--- src/hdl/trace_staging_ring_flusher_top_macros.svh ---
// Assertion macros for the trace staging ring flusher.
`ifndef TRACE_STAGING_RING_FLUSHER_TOP_MACROS_SVH
`define TRACE_STAGING_RING_FLUSHER_TOP_MACROS_SVH

// Invariant checked at every edge outside reset.
`define TSRF_ASSERT(lbl, cond, msg) \
    lbl: assert property (@(posedge clk) disable iff (!rst_n) (cond)) else $error(msg);

// Same-cycle implication.
`define TSRF_ASSERT_IMP(lbl, ante, cons, msg) \
    lbl: assert property (@(posedge clk) disable iff (!rst_n) (ante) |-> (cons)) \
        else $error(msg);

// Next-cycle implication.
`define TSRF_ASSERT_NXT(lbl, ante, cons, msg) \
    lbl: assert property (@(posedge clk) disable iff (!rst_n) (ante) |=> (cons)) \
        else $error(msg);

`endif

--- src/hdl/tsrf_pkg.sv ---
// Types and constants shared by the trace staging ring flusher.
package tsrf_pkg;

    localparam int STAGING_DEPTH_DEF = 32;
    localparam int MAX_RING_ENTRIES  = 65536;

    localparam logic [15:0] MARKER_NODE = 16'hFFFF;

    localparam int CFG_IDX_W = 3;
    localparam logic [CFG_IDX_W-1:0] CFG_TRACE_ON   = 3'd0;
    localparam logic [CFG_IDX_W-1:0] CFG_RING_SIZE  = 3'd1;
    localparam logic [CFG_IDX_W-1:0] CFG_GRAPH_T0   = 3'd2;
    localparam logic [CFG_IDX_W-1:0] CFG_START_CODE = 3'd3;
    localparam logic [CFG_IDX_W-1:0] CFG_END_CODE   = 3'd4;

    localparam logic ACT_EMIT  = 1'b0;
    localparam logic ACT_FLUSH = 1'b1;

    typedef enum logic [1:0] {
        ST_IDLE,
        ST_START,
        ST_FLUSH,
        ST_END
    } state_t;

    typedef struct packed {
        logic [31:0] stamp;
        logic [15:0] event_code;
        logic [15:0] node;
        logic [31:0] aux_a;
        logic [31:0] aux_b;
    } entry_t;

endpackage

--- src/hdl/trace_staging_ring_flusher_top.sv ---
// Trace staging store with flush of staged words into an external ring.
// Emit: accepted while idle, no result unless the store reaches one free slot.
// Full flush: busy through the start marker write, one staging memory read
//   per entry and the end marker write; results follow the reads in the next cycle.
// Final flush of N staged words: one result per cycle, registered behind the ST_FLUSH reads.
// Reset clears control registers, count and cursor; the staging memory and read data are not cleared.
`include "trace_staging_ring_flusher_top_macros.svh"

module trace_staging_ring_flusher_top
    import tsrf_pkg::*;
#(
    parameter int STAGING_DEPTH = STAGING_DEPTH_DEF
) (
    input  logic                 clk,
    input  logic                 rst_n,
    input  logic                 cfg_we,
    input  logic [CFG_IDX_W-1:0] cfg_idx,
    input  logic [31:0]          cfg_wdata,
    input  logic                 start,
    output logic                 busy,
    input  logic                 action,
    input  logic [31:0]          cycle_now,
    input  logic [15:0]          event_in,
    input  logic [15:0]          node_in,
    input  logic [31:0]          aux_a_in,
    input  logic [31:0]          aux_b_in,
    output logic                 strobe,
    output logic [15:0]          ring_slot,
    output logic [31:0]          stamp,
    output logic [15:0]          event_out,
    output logic [15:0]          node_out,
    output logic [31:0]          aux_a_out,
    output logic [31:0]          aux_b_out,
    output logic [31:0]          cursor_out,
    output logic                 last_of_flush
);

    localparam int IDX_W = $clog2(STAGING_DEPTH);
    localparam int CNT_W = $clog2(STAGING_DEPTH + 1);
    localparam logic [CNT_W-1:0] CNT_FULL   = CNT_W'(STAGING_DEPTH);
    localparam logic [CNT_W-1:0] CNT_TRIG   = CNT_W'(STAGING_DEPTH - 2);
    localparam logic [IDX_W-1:0] IDX_LAST   = IDX_W'(STAGING_DEPTH - 1);
    localparam logic [31:0]      DEPTH_WORD = 32'(STAGING_DEPTH);
    localparam logic [16:0]      RING_MAX   = 17'(MAX_RING_ENTRIES);

    // configuration
    logic        trace_on_reg;
    logic [16:0] ring_entries_reg;
    logic [31:0] graph_start_reg;
    logic [15:0] start_code_reg;
    logic [15:0] end_code_reg;

    // control and datapath state
    state_t           state_reg, state_next;
    logic [CNT_W-1:0] count_reg, count_next;
    logic [31:0]      cursor_reg, cursor_next;
    logic [31:0]      cur_new_reg, cur_new_next;
    logic [31:0]      mstamp_reg, mstamp_next;
    logic             full_reg, full_next;
    logic [IDX_W-1:0] rd_idx_reg, rd_idx_next;

    // output pipe behind the memory read
    logic        vld_reg;
    logic [15:0] slot_reg;
    logic        last_reg;
    entry_t      rdata_reg;

    entry_t mem [STAGING_DEPTH];

    logic             accept, enabled, emit, fin, full_hit, last_rd;
    logic [31:0]      stamp_now;
    logic [16:0]      size_clamped, mask_full;
    logic [15:0]      slot_calc;
    logic             mem_we, mem_re;
    logic [IDX_W-1:0] mem_waddr;
    entry_t           mem_wdata;

    assign accept    = start && !busy;
    assign enabled   = trace_on_reg && (ring_entries_reg != 17'd0);
    assign emit      = accept && enabled && (action == ACT_EMIT);
    assign fin       = accept && enabled && (action == ACT_FLUSH) && (count_reg != '0);
    assign full_hit  = emit && (count_reg == CNT_TRIG);
    assign stamp_now = cycle_now - graph_start_reg;
    assign last_rd   = (CNT_W'(rd_idx_reg) + CNT_W'(1)) == count_reg;

    assign size_clamped = (ring_entries_reg > RING_MAX) ? RING_MAX : ring_entries_reg;
    assign mask_full    = size_clamped - 17'd1;
    assign slot_calc    = (cursor_reg[15:0] + 16'(rd_idx_reg)) & mask_full[15:0];

    // configuration writes
    always_ff @(posedge clk or negedge rst_n)
    begin
        if (!rst_n)
        begin
            trace_on_reg     <= 1'b0;
            ring_entries_reg <= '0;
            graph_start_reg  <= '0;
            start_code_reg   <= '0;
            end_code_reg     <= '0;
        end
        else if (cfg_we)
        begin
            unique case (cfg_idx)
                CFG_TRACE_ON:   trace_on_reg     <= cfg_wdata[0];
                CFG_RING_SIZE:  ring_entries_reg <= cfg_wdata[16:0];
                CFG_GRAPH_T0:   graph_start_reg  <= cfg_wdata;
                CFG_START_CODE: start_code_reg   <= cfg_wdata[15:0];
                CFG_END_CODE:   end_code_reg     <= cfg_wdata[15:0];
                default:        ;
            endcase
        end
    end

    // next state
    always_comb
    begin
        state_next = state_reg;
        unique case (state_reg)
            ST_IDLE:
            begin
                if (full_hit)
                    state_next = ST_START;
                else if (fin)
                    state_next = ST_FLUSH;
            end
            ST_START: state_next = ST_FLUSH;
            ST_FLUSH:
            begin
                if (last_rd)
                    state_next = full_reg ? ST_END : ST_IDLE;
            end
            ST_END:   state_next = ST_IDLE;
            default:  state_next = ST_IDLE;
        endcase
    end

    // outputs of the state machine: handshake and memory port
    always_comb
    begin
        busy      = 1'b1;
        mem_we    = 1'b0;
        mem_re    = 1'b0;
        mem_waddr = count_reg[IDX_W-1:0];
        mem_wdata = '{stamp: stamp_now, event_code: event_in, node: node_in,
                      aux_a: aux_a_in, aux_b: aux_b_in};
        unique case (state_reg)
            ST_IDLE:
            begin
                busy   = 1'b0;
                mem_we = emit && (count_reg < CNT_FULL);
            end
            ST_START:
            begin
                mem_we    = 1'b1;
                mem_waddr = IDX_LAST;
                mem_wdata = '{stamp: mstamp_reg, event_code: start_code_reg,
                              node: MARKER_NODE, aux_a: DEPTH_WORD, aux_b: cursor_reg};
            end
            ST_FLUSH:
            begin
                mem_re = 1'b1;
            end
            ST_END:
            begin
                // cursor_reg already holds the advanced cursor here
                mem_we    = 1'b1;
                mem_waddr = '0;
                mem_wdata = '{stamp: mstamp_reg, event_code: end_code_reg,
                              node: MARKER_NODE, aux_a: DEPTH_WORD, aux_b: cursor_reg};
            end
            default: ;
        endcase
    end

    // datapath next values
    always_comb
    begin
        count_next   = count_reg;
        cursor_next  = cursor_reg;
        cur_new_next = cur_new_reg;
        mstamp_next  = mstamp_reg;
        full_next    = full_reg;
        rd_idx_next  = rd_idx_reg;
        unique case (state_reg)
            ST_IDLE:
            begin
                rd_idx_next = '0;
                if (emit)
                begin
                    mstamp_next = stamp_now;
                    full_next   = full_hit;
                    if (count_reg < CNT_FULL)
                        count_next = count_reg + CNT_W'(1);
                end
                else if (fin)
                begin
                    full_next    = 1'b0;
                    cur_new_next = cursor_reg + 32'(count_reg);
                end
            end
            ST_START:
            begin
                count_next   = CNT_FULL;
                cur_new_next = cursor_reg + DEPTH_WORD;
            end
            ST_FLUSH:
            begin
                rd_idx_next = rd_idx_reg + IDX_W'(1);
                if (last_rd)
                begin
                    count_next  = '0;
                    cursor_next = cur_new_reg;
                end
            end
            ST_END:
            begin
                count_next = CNT_W'(1);
            end
            default: ;
        endcase
    end

    always_ff @(posedge clk or negedge rst_n)
    begin
        if (!rst_n)
        begin
            state_reg   <= ST_IDLE;
            count_reg   <= '0;
            cursor_reg  <= '0;
            cur_new_reg <= '0;
            mstamp_reg  <= '0;
            full_reg    <= 1'b0;
            rd_idx_reg  <= '0;
            vld_reg     <= 1'b0;
            slot_reg    <= '0;
            last_reg    <= 1'b0;
        end
        else
        begin
            state_reg   <= state_next;
            count_reg   <= count_next;
            cursor_reg  <= cursor_next;
            cur_new_reg <= cur_new_next;
            mstamp_reg  <= mstamp_next;
            full_reg    <= full_next;
            rd_idx_reg  <= rd_idx_next;
            vld_reg     <= mem_re;
            slot_reg    <= slot_calc;
            last_reg    <= mem_re && last_rd;
        end
    end

    // staging memory; the state machine never reads and writes the same entry
    // in one cycle, so no forwarding is needed
    always_ff @(posedge clk)
    begin
        if (mem_we)
            mem[mem_waddr] <= mem_wdata;
    end

    always_ff @(posedge clk)
    begin
        if (mem_re)
            rdata_reg <= mem[rd_idx_reg];
    end

    assign strobe        = vld_reg;
    assign ring_slot     = slot_reg;
    assign stamp         = rdata_reg.stamp;
    assign event_out     = rdata_reg.event_code;
    assign node_out      = rdata_reg.node;
    assign aux_a_out     = rdata_reg.aux_a;
    assign aux_b_out     = rdata_reg.aux_b;
    assign cursor_out    = cur_new_reg;
    assign last_of_flush = last_reg;

    `TSRF_ASSERT(a_count_bound, count_reg <= CNT_FULL, "staged count above depth")
    `TSRF_ASSERT_IMP(a_strobe_src, strobe, $past(state_reg == ST_FLUSH), "word without read")
    `TSRF_ASSERT_IMP(a_last_strobe, last_of_flush, strobe, "last flag without word")
    `TSRF_ASSERT_IMP(a_rd_in_range, state_reg == ST_FLUSH, CNT_W'(rd_idx_reg) < count_reg,
        "flush read past staged count")
    `TSRF_ASSERT_NXT(a_start_to_flush, state_reg == ST_START, state_reg == ST_FLUSH,
        "start marker not followed by flush")

endmodule
--- config.mk ---
export PLATFORM = sky130hd
export DESIGN_NAME = trace_staging_ring_flusher_top
export DESIGN_NICKNAME = d
export VERILOG_FILES = /design/src/hdl/tsrf_pkg.sv /design/src/hdl/trace_staging_ring_flusher_top.sv
export VERILOG_INCLUDE_DIRS = /design/src /design/src/hdl
export SDC_FILE = /design/constraint.sdc
export NUM_CORES = 2
export LEC_CHECK = 0
export ABC_AREA = 1
export BUFFER_PORTS_ARGS = -buffer_cell sky130_fd_sc_hd__buf_2
export CAP_MARGIN = 40
export CORE_ASPECT_RATIO = 1.1
export CORE_MARGIN = 2
export CORE_UTILIZATION = 30
export CTS_CLUSTER_SIZE = 28
export DETAILED_ROUTE_END_ITERATION = 8
export PLACE_DENSITY_LB_ADDON = 0.12
export SETUP_SLACK_MARGIN = 0.3
export SLEW_MARGIN = 30
export SYNTH_ARGS = -nofsm -noshare
export SYNTH_HDL_FRONTEND = slang
export SYNTH_SLANG_ARGS = --single-unit
--- constraint.sdc ---
create_clock -name clk -period 20.6 [get_ports clk]
set_input_delay 2.06 -clock clk [delete_from_list [all_inputs] [get_ports clk]]
set_output_delay 2.06 -clock clk [all_outputs]
set_load 0.005 [all_outputs]
==> metrics.csv <==
metric;value;unit
most frequent cell after synthesis;edfxtp_1;
CP top delay family;buffers and inverters;
status;finished clean;
max FFs per register;4096;
Root Buffer;clkbuf_16;
Filler Cells Inserted;57000;
HP Start;mstamp_reg[25];
cell total after placement;20900;
Avg Cell Area, Syn;13.1;sq um
Clock Path Buffers;4;
Starting Density;30.1;%
total die area;590000;sq um
drt total wl;624;mm
R2R Setup Slk;14.37;ns
post-detail-place hpwl;342;mm
syn_nets;13600;
FFs w/ async S/R, synth;4.74;%
Hold Fails Final Rpt;0;
critical path's most frequent cell;buf_4;
top cells by count, synth;4224 x edfxtp_1, 2048 x nor2_1, 1887 x o21ai_0, 1255 x nand2_1, 828 x o22ai_1;
CP max-delay cell;dfrtp_4;
Levels on crit path;12;
Largest Register;mem;
Worst EP arrival;7.14;ns
TritonCTS Buffers;482;
Die Height;806;microns
sequential area share after synthesis;75.4;%
Vias;114000;
Final Max Tran Viols;0;
Max Fclk;160;MHz
Yosys Warn Count;0;
Final Cycle Share;30.3;%
Tot GR Track Use;20.5;%
Avg Vias per Cell;5.22;
Die X;733;microns
CTS resizes;0;
layout cells sized above 1;10.8;%
post-synth cell types;44;
final worst slack;14.37;ns
clock period minus worst slack;6.23;ns
crit path launch type;register;
cts hold-fix bufs;0;
first-pass GRT wire length;881;mm
Leak;66.4;nW
io pins;347;
synthesized instance count;13400;
Post-route DRC;0;
drt pass-1 iters;6;
Final Net Count;13900;
DR WL/cell;28.6;microns
reg2reg end;aux_a_out[16];
Slew headroom;24.3;%
Worst Hold End;mstamp_reg[25];
Worst Hold Depth;2;
Final Wtd Congestion;0.787;
GRT overflow;0;
maximum fanout along the worst path;72;
row cnt;294;
total power density per cell area;95.5;nW/um^2
vias in the first global route;112000;
Synth area leaders;edfxtp_1 72%, o21ai_0 5.4%, nor2_1 4.4%;
Total Power;0.0195;W
area of the core;582000;sq um
Total Neg Setup Slack;0;ns
area leader, netlist;edfxtp_1;
max cap viols;0;
Synth Flop Type;edfxtp_1;
Layout Cells excl Fill;21800;
unrepaired setup endpoints after global routing;no;
Post-CTS Setup Inserts;0;
H-tree depth;5;
Clk Latency, worst-skew pair;1.08;ns
port bufs;346;
initial antenna violation count;42;
critical path data required time;21.51;ns
drt initial violations;9979;
synthesized area;175000;sq um
Hold Path Class;register to register;
Clock Skews;0.0672;ns
Clock transition at path regs;0.06;ns
measured slew at the worst slew-check pin;1.14;ns
Clock Sinks;4434;
Setup Viol. Count Final;0;
Post-synth EDFFs;4224;
Antenna Nets Post-Route;0;
largest net degree at the start of global routing;170;
crit-path cells;buf_4 -> buf_4 -> buf_4 -> buf_4 -> buf_4 -> buf_4 -> o21ai_0 -> o22ai_1 -> o21ai_1 -> o22ai_1 -> nand2_1 -> nand2_1;
CP max stage delay;0.78;ns
R2R Path Start;rd_idx_reg[0];
R2R cell count;12;
critical path type;register to register;
CP endpoint kind;register;
IR Drop Worst-Case VDD;0.0000708;V
P&R area growth vs syn;16.3;%
synthesized flop and latch total;4434;
CTS tree;yes;
Critical path buffers and inverters;6;
top cell type's share of synthesized area;72.4;%
dpl ws;13.65;ns
-- logic make-up after synthesis --
family / after synthesis / synth area share (%)
compound gates: 3927 / 12.7
buf+inv: 1185 / 2.67
flops: 4434 / 75.4
fa+ha+maj: 51 / 0.377
xor+xnor: 38 / 0.190
simple gates: 3771 / 8.66
mux: 1 / 0.00642
-- worst max-delay path by stage --
stage / from / slack (ns) / end
2_1_floorplan: start / 11.70 / mem[0][0]
3_3_place_gp: start / 13.20 / mem[12][71]
3_5_place_dp: start / 13.65 / mem[12][71]
4_1_cts: rd_idx_reg[0] / 14.36 / aux_a_out[16]
5_1_grt: rd_idx_reg[0] / 14.02 / aux_a_out[11]
6_report: rd_idx_reg[0] / 14.37 / aux_a_out[16]
-- layer usage --
layer / global-route usage, % / vias to the layer above / part of all wire (%)
met5: 0 / - / 0.0056
met4: 3.72 / 6 / 1.7
met3: 2.25 / 645 / 4.5
met2: 33.1 / 2887 / 46
met1: 30.0 / 59700 / 47
li1: - / 50600 / -
-- worst register-to-register path, cell delays in order (launching register included) --
cell and delay (ns):
dfrtp_4 0.78, buf_4 0.62, buf_4 0.78, buf_4 0.85
buf_4 0.59, buf_4 0.71, buf_4 0.77, o21ai_0 0.24
o22ai_1 0.34, o21ai_1 0.10, o22ai_1 0.19, nand2_1 0.07
nand2_1 0.08
-- layout make-up --
class,instances,area [sq um],share of cell area (%)
Sequential cell,4434,132000,64.8
Multi-Input combinational cell,7788,39400,19.3
Clock buffer,621,12800,6.27
Tap cell,7696,9630,4.72
Timing Repair Buffer,732,6630,3.25
Clock inverter,268,2250,1.10
Inverter,275,1070,0.527
Antenna cell,21,52.6,0.0258
-- placed cells by master (no fill, tap or decap), types with 23 or more instances in the layout --
cell / netlist / routed
o22ai_1: 828 / 828
clkinv_2: 0 / 77
dfrtp_1: 210 / 204
nand2_1: 1255 / 1251
o21ai_0: 1887 / 1837
edfxtp_1: 4224 / 4224
xor2_1: 31 / 31
nor2_4: 0 / 55
buf_16: 0 / 62
a21oi_1: 520 / 520
nand4_1: 28 / 28
o221ai_1: 311 / 311
nor2_1: 2048 / 1993
clkinv_1: 2 / 131
clkbuf_16: 0 / 489
o21ai_4: 0 / 24
buf_4: 10 / 256
ha_1: 48 / 48
nand3b_1: 144 / 144
nor3_1: 23 / 23
a21o_1: 155 / 155
nand3_1: 240 / 237
clkbuf_1: 675 / 126
buf_12: 0 / 56
buf_2: 143 / 345
o21ai_2: 0 / 26
inv_1: 266 / 264
bufinv_16: 0 / 29
o21ai_1: 184 / 184
-- power by group --
| group | leakage [nW] | switching (W) | internal (W) |
|---|---|---|---|
| combinational | 18.3 | 0.000688 | 0.000199 |
| sequential | 40.8 | 0.0000196 | 0.0101 |
| clock | 7.33 | 0.00370 | 0.00472 |
-- metrics by stage --
| step | util [%] | hold slack, ns | cell area, sq um |
|---|---|---|---|
| 6_report | 35.0 | 0.478 | 204000 |
| 5_1_grt | 35.0 | 0.498 | 204000 |
| 4_1_cts | 34.9 | 0.483 | 203000 |
| 3_5_place_dp | 32.3 | 0.466 | 188000 |
| 3_3_place_gp | 32.0 | 0.462 | 187000 |
| 2_1_floorplan | - | 0.449 | 175000 |
Power figures use the tool's default switching activity.
